`config.mk`:
```
export PLATFORM = sky130hd
export DESIGN_NAME = bpc_front
export DESIGN_NICKNAME = d
export VERILOG_FILES = /design/src/rtl/core/bpc_pkg.sv /design/src/rtl/core/bpc_front.sv
export SDC_FILE = /design/constraint.sdc
export NUM_CORES = 2
export LEC_CHECK = 0
export ABC_AREA = 1
export BUFFER_PORTS_ARGS = -buffer_cell sky130_fd_sc_hd__buf_2
export CAP_MARGIN = 20
export CELL_PAD_IN_SITES_DETAIL_PLACEMENT = 0
export CELL_PAD_IN_SITES_GLOBAL_PLACEMENT = 2
export CORE_ASPECT_RATIO = 0.5
export CORE_MARGIN = 5
export CORE_UTILIZATION = 43
export DETAILED_ROUTE_END_ITERATION = 16
export PLACE_DENSITY_LB_ADDON = 0.1
export SLEW_MARGIN = 20
export SYNTH_ARGS = -nofsm -noshare
export SYNTH_HDL_FRONTEND = slang
export SYNTH_SLANG_ARGS = --single-unit
```
`constraint.sdc`:
```
create_clock -name clk_i -period 12.5 [get_ports clk_i]
set_clock_uncertainty 0.1 [all_clocks]
set_input_delay 1.25 -clock clk_i [delete_from_list [all_inputs] [get_ports clk_i]]
set_output_delay 1.25 -clock clk_i [all_outputs]
set_load 0.005 [all_outputs]
```
`src/rtl/core/bpc_pkg.sv`:
```
// ----------------------------------------------------------------------------
// bpc_pkg
// Shared types and constants for the barometer pressure and temperature
// compensation pipeline.
// ----------------------------------------------------------------------------
package bpc_pkg;

  localparam int unsigned RawW   = 24;
  localparam int unsigned CalW   = 16;
  localparam int unsigned TempW  = 19;
  localparam int unsigned PressW = 24;
  localparam int unsigned DtW    = 25;  // D2 - C5*2^8
  localparam int unsigned ProdW  = 41;  // dT * 16-bit coefficient
  localparam int unsigned OffW   = 36;
  localparam int unsigned SensW  = 35;
  localparam int unsigned CfgIdxW = 3;

  localparam int unsigned TempBase  = 2000;
  localparam int unsigned TempShift = 23;
  localparam int unsigned OffShift  = 6;
  localparam int unsigned SensShift = 7;
  localparam int unsigned PrdShift  = 21;
  localparam int unsigned PShift    = 15;

  typedef enum logic [CfgIdxW-1:0] {
    REG_PRESS_SENS = 3'd0,
    REG_PRESS_OFF  = 3'd1,
    REG_SENS_TCO   = 3'd2,
    REG_OFF_TCO    = 3'd3,
    REG_REF_TEMP   = 3'd4,
    REG_TEMP_COEF  = 3'd5
  } cfg_idx_e;

  typedef struct packed {
    logic [CalW-1:0] c1;
    logic [CalW-1:0] c2;
    logic [CalW-1:0] c3;
    logic [CalW-1:0] c4;
    logic [CalW-1:0] c5;
    logic [CalW-1:0] c6;
  } cal_t;

  typedef struct packed {
    logic [RawW-1:0] raw_pressure;
    logic [RawW-1:0] raw_temperature;
  } in_beat_t;

  typedef struct packed {
    logic signed [TempW-1:0]  temperature_centi;
    logic signed [PressW-1:0] pressure_pa;
  } out_beat_t;

  // Handed from the temperature front end to the pressure back end.
  typedef struct packed {
    logic signed [TempW-1:0] temp;
    logic signed [OffW-1:0]  off;
    logic signed [SensW-1:0] sens;
    logic [RawW-1:0]         raw_pressure;
  } mid_t;

endpackage

```
`src/rtl/core/bpc_front.sv`:
```
// ----------------------------------------------------------------------------
// bpc_front
// Stages 1-3: temperature difference, coefficient products, then TEMP,
// OFF and SENS.
// ----------------------------------------------------------------------------
module bpc_front (
  input  logic              clk_i,
  input  logic              rst_ni,
  input  bpc_pkg::cal_t     cal_i,
  input  logic              in_valid_i,
  output logic              in_ready_o,
  input  bpc_pkg::in_beat_t in_data_i,
  output logic              out_valid_o,
  input  logic              out_ready_i,
  output bpc_pkg::mid_t     out_data_o
);
  import bpc_pkg::*;

  logic v1_q, v2_q, v3_q;
  logic rdy1, rdy2, rdy3;

  logic signed [DtW-1:0]   dt_d, dt_q;
  logic [RawW-1:0]         d1a_q, d1b_q;
  logic signed [ProdW-1:0] tprod_d, tprod_q, oprod_d, oprod_q, sprod_d, sprod_q;
  logic signed [ProdW-1:0] tbias, tsh, osh, ssh;
  mid_t                    mid_d, mid_q;

  // stage ready: a stage takes a beat when empty or when it drains
  assign rdy3 = !v3_q || out_ready_i;
  assign rdy2 = !v2_q || rdy3;
  assign rdy1 = !v1_q || rdy2;
  assign in_ready_o = rdy1;

  // stage 1: dT
  assign dt_d = $signed({1'b0, in_data_i.raw_temperature})
              - $signed({1'b0, cal_i.c5, 8'b0});

  // stage 2: products of dT with C6, C4, C3
  assign tprod_d = dt_q * $signed({1'b0, cal_i.c6});
  assign oprod_d = dt_q * $signed({1'b0, cal_i.c4});
  assign sprod_d = dt_q * $signed({1'b0, cal_i.c3});

  // stage 3: truncating divide for TEMP, floor shifts for OFF and SENS
  assign tbias = tprod_q + (tprod_q[ProdW-1] ? ProdW'((1 << TempShift) - 1) : '0);
  assign tsh   = tbias >>> TempShift;
  assign osh   = oprod_q >>> OffShift;
  assign ssh   = sprod_q >>> SensShift;

  always_comb begin
    mid_d.temp         = TempW'(tsh) + TempW'(TempBase);
    mid_d.off          = OffW'(osh) + {3'b0, cal_i.c2, 17'b0};
    mid_d.sens         = SensW'(ssh) + {3'b0, cal_i.c1, 16'b0};
    mid_d.raw_pressure = d1b_q;
  end

  always_ff @(posedge clk_i or negedge rst_ni) begin
    if (!rst_ni) begin
      v1_q <= 1'b0;
      v2_q <= 1'b0;
      v3_q <= 1'b0;
    end else begin
      if (rdy1) v1_q <= in_valid_i;
      if (rdy2) v2_q <= v1_q;
      if (rdy3) v3_q <= v2_q;
    end
  end

  always_ff @(posedge clk_i) begin
    if (rdy1 && in_valid_i) begin
      dt_q  <= dt_d;
      d1a_q <= in_data_i.raw_pressure;
    end
    if (rdy2 && v1_q) begin
      tprod_q <= tprod_d;
      oprod_q <= oprod_d;
      sprod_q <= sprod_d;
      d1b_q   <= d1a_q;
    end
    if (rdy3 && v2_q) begin
      mid_q <= mid_d;
    end
  end

  assign out_valid_o = v3_q;
  assign out_data_o  = mid_q;

endmodule

```
==> metrics.txt <==
cts bufs inserted=30; maximum number of pins on one net before global-route repair=115; Final Cycle Share=0.573; setup bufs post-CTS=0; post-synthesis register bit count=300; CTS sink count=300; minimum clock period after layout=7.16 ns; Die ar.=143000 um^2; commonest cells in the synthesized netlist=inv_1, nand2_1, fa_1; routed len/inst=18.5 um; WP data arrival=7.45 ns; yosys warns=0; Critical Path End Type=register; fmax=between 100 and 150 MHz; Max clock buf depth=3; ys flop type=edfxtp_1; final core occ=0.461; Worst path slowest cell=edfxtp_1; fraction of registers with async set/reset=0.0100; CP Launch Type=register; Syn Inst Count=6872; Routed WL=162 mm; die width=529 um; top cell type's share of synthesized area=0.400; Ports=264; layout cells sized above 1=0.0582; Die H=270 um; DR DRC count=0; CP most frequent cell=fa_1; RSZ-0062 raised after global routing=no; via density per instance=4.85; Final #Nets=roughly 8600; Initial Util=0.432; port buffer count=~260; Final setup viols=0; syn avg cell area=8.43 um^2; register clock-pin slew on the reported worst setup and hold paths=around 0.07 ns; remaining antenna violation count=0; DPL Wire Length=130 mm; Slew Limit Fails=0; Cell Count, Final, Fillers Out=about 8800; cell area after synthesis=57900 um^2; area delta synth->final=6.61%; vias in the first global route=46200; # rows=95; setup TNS=0 ns; distinct cell type count of the synthesized netlist=56; most numerous cell in the Yosys netlist=inv_1; cts repair resizes=0; Buf+Inv Stages, Crit Path=4; CP Class=register to register; drt first-iter violations=2314; crit path cell chain=buf_4 > nand2_1 > fa_1 > inv_1 > ha_1 > inv_1 > fa_1 > inv_1 > fa_1 > fa_1 > fa_1 > ha_1 > nand2_1 > nor2_1 > o21ai_0 > a21oi_1 > or3_1 > a21oi_1 > xnor2_1; Hold Buf Count CTS=0; CTS tree=done; number of enable flip-flop cells after synthesis=297; worst-path fanout max=39; clock root cell=clkbuf_16; first-pass GRT wire length=263 mm; top cell family by delay on the critical path=adder cells; Worst Path Required=12.79 ns; gr ovfl total=0; initial antenna violation count=3; H-tree depth=1; top post-synthesis cells by area=fa_1, edfxtp_1, inv_1; Core Region=between 100000 and 150000 um^2; MaxCap Viol Count=0; CP max stage delay=approximately 0.83 ns; via count=42400; Cells after DPL=8699; Post-Syn Nets=8544; Synth area leader=fa_1; Worst-Margin Slew=0.884 ns; register area share after synthesis=0.155; worst rel slew slack=0.411; outcome=complete, no violations; GPL Wtd Cong=0.887; TritonRoute pass-1 iters=8; Global Route Usage Sum=0.233; worst min-delay path category=primary input to asynchronous set/reset pin; Clk Latency, worst-skew pair=approximately 0.66 ns; Final Hold Vio Count=0
stage by stage:
step           setup slack, ns  hold WS [ns]  cell area, um^2
6_report                  5.34         0.277            61800
3_5_place_dp              4.66         0.305            60800
4_1_cts                   5.31         0.217            61700
5_1_grt                   4.88         0.227            61700
3_3_place_gp              4.60         0.300            60800
2_1_floorplan             5.02         0.300            57900
routing by layer:
layer | part of all wire | track usage
met1 | 0.49 | 0.350
met4 | 0.013 | 0.0275
met3 | 0.048 | 0.0305
met5 | 0.000068 | 0
met2 | 0.45 | 0.372
sequential cells by signal, indices dropped and copies added (netlist names):
signal       flops
out_data_o     114
oprod_q         35
out_valid_o      1
tprod_q         41
d1b_q           24
v2_q             1
v1_q             1
d1a_q           24
dt_q            25
sprod_q         34
cells in the final DEF (no fill, tap or decap), types with 5 or more instances in the layout:
cell type / instances
a21boi_0: 7
a21o_1: 16
a21oi_1: 208
a21oi_2: 6
a31oi_1: 30
buf_2: 263
buf_4: 34
clkbuf_16: 30
clkinv_1: 5
clkinv_2: 5
edfxtp_1: 297
fa_1: 1157
ha_1: 367
inv_1: 2119
nand2_1: 1670
nand2_2: 12
nand3_1: 73
nand3_2: 10
nand3b_1: 7
nand4_1: 25
nor2_1: 192
nor2_2: 5
nor2_4: 5
nor3_1: 22
nor4_1: 9
o21a_1: 14
o21ai_0: 86
o21ai_1: 18
o21bai_1: 10
o221ai_1: 5
xnor2_1: 69
xor2_1: 118
path summary, 6_finish.rpt:
check | slack [ns] | endpoint | start | cells after the start
max in group asynchronous | 11.92 | out_valid_o$_DFFE_PN0P_ | rst_ni | 1
min reg2reg | 0.32 | out_data_o[33]$_DFFE_PP_ | sprod_q[16]$_DFFE_PP_ | 0
max reg2reg | 5.34 | tprod_q[22]$_DFFE_PP_ | dt_q[3]$_DFFE_PP_ | 19
max | 5.34 | tprod_q[22]$_DFFE_PP_ | dt_q[3]$_DFFE_PP_ | 19
min | 0.28 | v1_q$_DFFE_PN0N_ | rst_ni | 1
min in group clk_i | 0.32 | out_data_o[33]$_DFFE_PP_ | sprod_q[16]$_DFFE_PP_ | 0
cell families after synthesis:
kind of cell,synth area share
adder cells (fa/ha/maj),0.479
XOR/XNOR,0.0283
AND/OR/NAND/NOR,0.140
flip-flops,0.155
buffers and inverters,0.155
AO/OA/AOI/OAI,0.0421
layout make-up:
class / instances / area [um^2]
well taps: 1794 / 2240
fillers: 13500 / 72300
repair buffers: 298 / 1590
flip-flops and latches: 300 / 8990
inverters: 2122 / 7970
clock inverters: 23 / 206
diodes: 2 / 5.00
multi-input cells: 4185 / 40000
clock buffers: 33 / 762
Power is left out: the tool's default activity adds up to more than one toggle a clock period on the data nets, which glitch-free logic cannot reach.
