$ cat config.mk
export PLATFORM = sky130hd
export DESIGN_NAME = bpc_back
export DESIGN_NICKNAME = d
export VERILOG_FILES = /design/src/rtl/core/bpc_pkg.sv /design/src/rtl/core/bpc_back.sv
export SDC_FILE = /design/constraint.sdc
export NUM_CORES = 2
export LEC_CHECK = 0
export ABC_AREA = 1
export BUFFER_PORTS_ARGS = -buffer_cell sky130_fd_sc_hd__buf_2
export CAP_MARGIN = 20
export CORE_ASPECT_RATIO = 2
export CORE_MARGIN = 8
export CORE_UTILIZATION = 65
export DETAILED_ROUTE_END_ITERATION = 8
export GPL_TIMING_DRIVEN = 0
export PLACE_DENSITY = 0.83
export SETUP_SLACK_MARGIN = 0.5
export SLEW_MARGIN = 30
export SYNTH_ARGS = -nofsm -noshare
export SYNTH_HDL_FRONTEND = slang
export SYNTH_SLANG_ARGS = --single-unit
$ cat constraint.sdc
create_clock -name clk_i -period 4.5 [get_ports clk_i]
set_input_delay 0.9 -clock clk_i [delete_from_list [all_inputs] [get_ports clk_i]]
set_output_delay 0.9 -clock clk_i [all_outputs]
set_load 0.05 [all_outputs]
$ cat src/rtl/core/bpc_pkg.sv
// ----------------------------------------------------------------------------
// bpc_pkg
// Shared types and constants for the barometer pressure and temperature
// compensation pipeline.
// ----------------------------------------------------------------------------
package bpc_pkg;

  localparam int unsigned RawW   = 24;
  localparam int unsigned CalW   = 16;
  localparam int unsigned TempW  = 19;
  localparam int unsigned PressW = 24;
  localparam int unsigned DtW    = 25;  // D2 - C5*2^8
  localparam int unsigned ProdW  = 41;  // dT * 16-bit coefficient
  localparam int unsigned OffW   = 36;
  localparam int unsigned SensW  = 35;
  localparam int unsigned CfgIdxW = 3;

  localparam int unsigned TempBase  = 2000;
  localparam int unsigned TempShift = 23;
  localparam int unsigned OffShift  = 6;
  localparam int unsigned SensShift = 7;
  localparam int unsigned PrdShift  = 21;
  localparam int unsigned PShift    = 15;

  typedef enum logic [CfgIdxW-1:0] {
    REG_PRESS_SENS = 3'd0,
    REG_PRESS_OFF  = 3'd1,
    REG_SENS_TCO   = 3'd2,
    REG_OFF_TCO    = 3'd3,
    REG_REF_TEMP   = 3'd4,
    REG_TEMP_COEF  = 3'd5
  } cfg_idx_e;

  typedef struct packed {
    logic [CalW-1:0] c1;
    logic [CalW-1:0] c2;
    logic [CalW-1:0] c3;
    logic [CalW-1:0] c4;
    logic [CalW-1:0] c5;
    logic [CalW-1:0] c6;
  } cal_t;

  typedef struct packed {
    logic [RawW-1:0] raw_pressure;
    logic [RawW-1:0] raw_temperature;
  } in_beat_t;

  typedef struct packed {
    logic signed [TempW-1:0]  temperature_centi;
    logic signed [PressW-1:0] pressure_pa;
  } out_beat_t;

  // Handed from the temperature front end to the pressure back end.
  typedef struct packed {
    logic signed [TempW-1:0] temp;
    logic signed [OffW-1:0]  off;
    logic signed [SensW-1:0] sens;
    logic [RawW-1:0]         raw_pressure;
  } mid_t;

endpackage

$ cat src/rtl/core/bpc_back.sv
// ----------------------------------------------------------------------------
// bpc_back
// Stages 4-6: D1*SENS as two partial products, sum and shift, then
// subtract OFF and scale to pascals.
// ----------------------------------------------------------------------------
module bpc_back (
  input  logic               clk_i,
  input  logic               rst_ni,
  input  logic               in_valid_i,
  output logic               in_ready_o,
  input  bpc_pkg::mid_t      in_data_i,
  output logic               out_valid_o,
  input  logic               out_ready_i,
  output bpc_pkg::out_beat_t out_data_o
);
  import bpc_pkg::*;

  localparam int unsigned LoW   = 18;                 // SENS low slice, unsigned
  localparam int unsigned HiW   = SensW - LoW;        // SENS high slice, signed
  localparam int unsigned PpW   = RawW + LoW;         // partial product width
  localparam int unsigned FullW = PpW + LoW;          // full product width
  localparam int unsigned ShW   = FullW - PrdShift;   // after >> 21
  localparam int unsigned DifW  = ShW + 1;

  logic v4_q, v5_q, v6_q;
  logic rdy4, rdy5, rdy6;

  logic [PpW-1:0]          plo_d, plo_q;
  logic signed [PpW-1:0]   phi_d, phi_q;
  logic signed [FullW-1:0] prod;
  logic signed [ShW-1:0]   psh_d, psh_q;
  logic signed [OffW-1:0]  off4_q, off5_q;
  logic signed [TempW-1:0] temp4_q, temp5_q;
  logic signed [DifW-1:0]  diff, dsh;
  out_beat_t               res_d, res_q;

  assign rdy6 = !v6_q || out_ready_i;
  assign rdy5 = !v5_q || rdy6;
  assign rdy4 = !v4_q || rdy5;
  assign in_ready_o = rdy4;

  // stage 4: partial products
  assign plo_d = PpW'(in_data_i.raw_pressure) * PpW'(in_data_i.sens[LoW-1:0]);
  assign phi_d = $signed({1'b0, in_data_i.raw_pressure})
               * $signed(in_data_i.sens[LoW +: HiW]);

  // stage 5: recombine and floor-shift
  assign prod  = $signed({phi_q, {LoW{1'b0}}}) + $signed({{LoW{1'b0}}, plo_q});
  assign psh_d = ShW'(prod >>> PrdShift);

  // stage 6: subtract offset, floor-shift to pascals
  assign diff = DifW'(psh_q) - DifW'(off5_q);
  assign dsh  = diff >>> PShift;

  always_comb begin
    res_d.temperature_centi = temp5_q;
    res_d.pressure_pa       = PressW'(dsh);
  end

  always_ff @(posedge clk_i or negedge rst_ni) begin
    if (!rst_ni) begin
      v4_q <= 1'b0;
      v5_q <= 1'b0;
      v6_q <= 1'b0;
    end else begin
      if (rdy4) v4_q <= in_valid_i;
      if (rdy5) v5_q <= v4_q;
      if (rdy6) v6_q <= v5_q;
    end
  end

  always_ff @(posedge clk_i) begin
    if (rdy4 && in_valid_i) begin
      plo_q   <= plo_d;
      phi_q   <= phi_d;
      off4_q  <= in_data_i.off;
      temp4_q <= in_data_i.temp;
    end
    if (rdy5 && v4_q) begin
      psh_q   <= psh_d;
      off5_q  <= off4_q;
      temp5_q <= temp4_q;
    end
    if (rdy6 && v5_q) begin
      res_q <= res_d;
    end
  end

  assign out_valid_o = v6_q;
  assign out_data_o  = res_q;

endmodule
==> results of run 1 <==
cell usage after synthesis (all sizes together) (55+ instances only):
| cell | count | area share, % |
|---|---|---|
| nor2 | 253 | 2.3 |
| a21oi | 172 | 2.1 |
| xor2 | 56 | 1.2 |
| o21ai | 102 | 1.3 |
| nand2 | 1386 | 13 |
| inv | 1394 | 13 |
| ha | 315 | 9.6 |
| clkbuf | 163 | 1.5 |
| nor3 | 55 | 0.81 |
| edfxtp | 258 | 19 |
| nand3 | 102 | 1.3 |
| fa | 679 | 33 |
cell families after synthesis:
family                   after synthesis  synth area share (%)
XOR/XNOR                              70                  1.49
adder cells (fa/ha/maj)              994                  42.7
flip-flops                           261                  19.0
AND/OR/NAND/NOR                     1851                  18.0
AO/OA/AOI/OAI                        336                  4.52
buffers and inverters               1560                  14.3
layer usage:
layer / global-route usage [%] / overflow
met2: 87.6 / 2
met4: 73.0 / 3
met3: 33.6 / 0
met5: 3.90 / 0
met1: 52.0 / 0
what timing repair did:
action | CTS
endpoints found under the setup margin | 61
gates resized for setup | 792
setup buffers | 201
hold buffers | 0
pin swaps | 245
gates cloned | 10
stage by stage:
step	instances	util, %	hold slack [ns]
floorplan	5072	-	0.400
global placement	6002	71.8	0.400
detailed placement	6009	72.0	0.405
CTS	6256	81.8	0.131
==> impl_metrics.ini, run 1 <==
[cts]
cts_inserted_buffers = 20
clk_path_buf_depth = 3
cts_root_buf = clkbuf_16
htree_levels = 1
cts.sinks = 261

[synth]
ys_ff_latch = 261
syn_nets = 6184
post_synth.cell_area_avg_sq_um = 8.10
yosysSeqAreaShare_pct = 19.0
ys_warn_count = 0
yosysUniqueCellTypes = 42
synth-main-ff-cell = edfxtp_1
synthCells = 5072
netlist_area_sq_mm = 0.0411
synth_edf_count = 258
synth-async-reset-ratio_pct = 1.15

[place]
port_buffers = 138
dp_hpwl_um = 133000
place.gp.congestion = 1.10
pre_cts_ws_ns = -2.61
place_area_sq_mm = 0.0451

[floorplan]
die_y_um = 372
die_width_um = 194
pin_count = 163
rows = 130
start_util_pct = 65.6

[global_routing]
grt_max_degree = 68
grt_pass1_vias = 46100
grt_overflow = 5
grtUsageTotal_pct = 59.7
grt_pass1_wl_um = 308000

[status]
error = [ERROR GRT-0116] Global routing finished with congestion. Check the congestion regions in the DRC Viewer.
lastStage = global routing (5_1_grt)
status = aborted with a tool error
==> run 2: changes to the inputs <==
--- a/config.mk
+++ b/config.mk
@@ -8,13 +8,11 @@
 export ABC_AREA = 1
 export BUFFER_PORTS_ARGS = -buffer_cell sky130_fd_sc_hd__buf_2
 export CAP_MARGIN = 20
-export CORE_ASPECT_RATIO = 2
 export CORE_MARGIN = 8
-export CORE_UTILIZATION = 65
+export CORE_UTILIZATION = 40
 export DETAILED_ROUTE_END_ITERATION = 8
 export GPL_TIMING_DRIVEN = 0
-export PLACE_DENSITY = 0.83
-export SETUP_SLACK_MARGIN = 0.5
+export PLACE_DENSITY_LB_ADDON = 0.15
 export SLEW_MARGIN = 30
 export SYNTH_ARGS = -nofsm -noshare
 export SYNTH_HDL_FRONTEND = slang
==> impl_metrics.ini, run 2 <==
[run]
max-cap-violations = 0

[drt]
routed_wl_um = 143000
post-route-drc-count = 0
vias = 34500
viasPerCell = 4.99
drtIter0Drc = 2642
drtAntennaViolNets = 0
drt_first_pass_iters = 6
wl_per_cell_um = 20.7

[place]
dp_hpwl_um = 113000
placedCellCount = 6582
place.gp.congestion = 0.995
port_buffers = 138

[cts]
cts.sinks = 261
clk_latency_ns = 0.55
cts_tree = done
cts_root_buf = clkbuf_16
htree_levels = 1
cts_inserted_buffers = 27
clk_path_buf_depth = 3
hold_buffers = 0
clk_pin_slew_worst_paths_ns = 0.06

[setup_path]
worstSetupStartpointType = input port
crit_family = adder cells
critPathKind = in -> reg
slowest_delay_ns = 0.59
r2r_cells = 11
path_common_cell = fa_1
cp.arrival_ns = 5.94
worstPathRequired_ns = 4.79
r2r_setup_slack_ns = 2.09
critPathMaxFanout = 6
crit_path_top_delay_cell = fa_1
critical_path_buf_inv_count = 7
r2r-end = out_data_o[22]
crit_chain = buf_8 -> clkinvlp_4 -> buf_12 -> clkbuf_16 -> nor2_4 -> fa_1 -> fa_1 -> fa_2 -> fa_2 -> fa_1 -> inv_1 -> fa_1 -> inv_2 -> ha_4 -> nand2_4 -> nor2_4 -> buf_4 -> a21oi_4 -> nand3_4 -> nand2_2 -> nand3_1 -> nand2_1 -> nand2_1
cp-end-kind = flop
timing.rr.start = off5_q[18]

[timing]
fin_crit_ns = 5.66
finClkSkew_ns = 0.0110
fin_crit_sh_pct = 126
relSlewSlack_pct = 64.7
setup_ws_ns = -1.16
worst_slew_pin_slew_ns = 0.529
rsz0062_at_grt = true
fmax_mhz = 177
maxSlewViolCount = 0
final_hold_viol_count = 0
setup_viol = 56

[synth]
yosysMostFrequentCell = inv_1
synth_fa_ha_area_share_pct = 42.7
synth-main-ff-cell = edfxtp_1
syn_nets = 6184
synthCells = 5072
synth_compound_area_share_pct = 4.52
yosysUniqueCellTypes = 42
synth_top_area_share_pct = 33.1
ys_top_cells_by_count = inv_1, nand2_1, fa_1
muxShareOfSynthArea_pct = 0
synth_top_family_by_area = adder cells
synth_area_leader_cell = fa_1
yosysSeqAreaShare_pct = 19.0
synth_edf_count = 258
ys_warn_count = 0
synth.area.top_cells = fa_1, edfxtp_1, inv_1
netlist_area_sq_mm = 0.0411
synthXorXnorAreaFrac_pct = 1.49
synth-async-reset-ratio_pct = 1.15
synth_simple_gate_area_share_pct = 18.0
ys_ff_latch = 261
post_synth.cell_area_avg_sq_um = 8.10

[global_routing]
antenna_found_initial = 4
grt_pass1_vias = 36000
grt_pass1_wl_um = 214000
grtUsageTotal_pct = 24.9
grt_overflow = 0
grt_max_degree = 88

[layout]
finalNonFillerCells = 6919
most-common-layout-cells = inv_1, nand2_1, fa_1
nNetsFinal = 6641
final_layout_size_suffix_gt1_share_pct = 24.1
largest_reg_flops = 43
syn_to_final_growth_pct = 30.3
final_core_util_pct = 52.5
final_common_cell = inv_1

[floorplan]
pin_count = 163
rows = 117
start_util_pct = 40.3
core_sq_mm = 0.102
die_width_um = 336
dieArea_sq_mm = 0.113
die_y_um = 336

[status]
status = complete, but fails checks
violations = negative setup slack

[worst_hold_path]
hold_class = in -> async
[run 2: cell counts after synthesis]
Identical to the previous run, type by type.
[run 2: how the worst max path moves through the flow]
| stage | startpoint | endpoint | slack (ns) | cells after the start |
|---|---|---|---|---|
| floorplan | in_data_i[21] | plo_q[37] | -1.19 | 23 |
| global placement | in_data_i[31] | plo_q[41] | -2.50 | 20 |
| detailed placement | in_data_i[31] | plo_q[33] | -2.49 | 20 |
| CTS | in_data_i[20] | phi_q[41] | -1.07 | 24 |
| global route | in_data_i[58] | phi_q[35] | -1.31 | 24 |
| finish | in_data_i[58] | phi_q[30] | -1.16 | 23 |
[run 2: cells by family (layout without fill, tap and decap cells)]
group,count (synthesis),after routing
AND/OR/NAND/NOR,1851,1851
buffers and inverters,1560,2037
adder cells (fa/ha/maj),994,994
AO/OA/AOI/OAI,336,336
flip-flops,261,261
XOR/XNOR,70,70
other,0,2
[run 2: per-stage QoR]
stage | setup TNS, ns | hold slack (ns) | area [sq um] | setup WS, ns
global route | -60.65 | 0.118 | 53500 | -1.31
global placement | -231.46 | 0.400 | 45600 | -2.50
finish | -54.95 | 0.137 | 53500 | -1.16
detailed placement | -119.77 | 0.405 | 45700 | -2.49
CTS | -49.13 | 0.112 | 51800 | -1.07
floorplan | -58.66 | 0.400 | 43200 | -1.19
[run 2: repair_timing]
action	CTS	global route
pin swaps	270	233
buffers inserted	190	74
cloned	14	8
gates resized for setup	789	302
endpoints found under the setup margin	59	58
[run 2: layout make-up]
| cell class | count | area (sq um) |
|---|---|---|
| clock inverters | 20 | 215 |
| repair buffers | 428 | 3680 |
| fillers | 9518 | 48400 |
| diodes | 2 | 5.00 |
| plain buffers | 166 | 3510 |
| clock buffers | 29 | 683 |
| well taps | 1368 | 1710 |
| inverters | 1394 | 5250 |
| flip-flops and latches | 261 | 7820 |
| multi-input cells | 3251 | 30600 |
[run 2: metal layers]
layer | wire length [um] | vias up | GRT usage [%]
li1 | - | 15900 | -
met1 | 58900 | 17100 | 32.5
met2 | 66200 | 1288 | 41.4
met3 | 11800 | 289 | 4.49
met4 | 6580 | 2 | 9.34
met5 | 8 | - | 0
[run 2: worst register-to-register path: stages, from the launching register on]
cell,delay (ns)
edfxtp_1,0.43
inv_1,0.07
ha_1,0.35
nand2_1,0.13
nor2_1,0.24
nand2_1,0.14
nor2_1,0.12
o21ai_0,0.13
nand3_1,0.27
nand2_1,0.12
nand3_1,0.10
nand2_1,0.07
Power of run 2 is not shown: default switching activity piles up to over one toggle a cycle in this logic, so the estimate is an artifact.
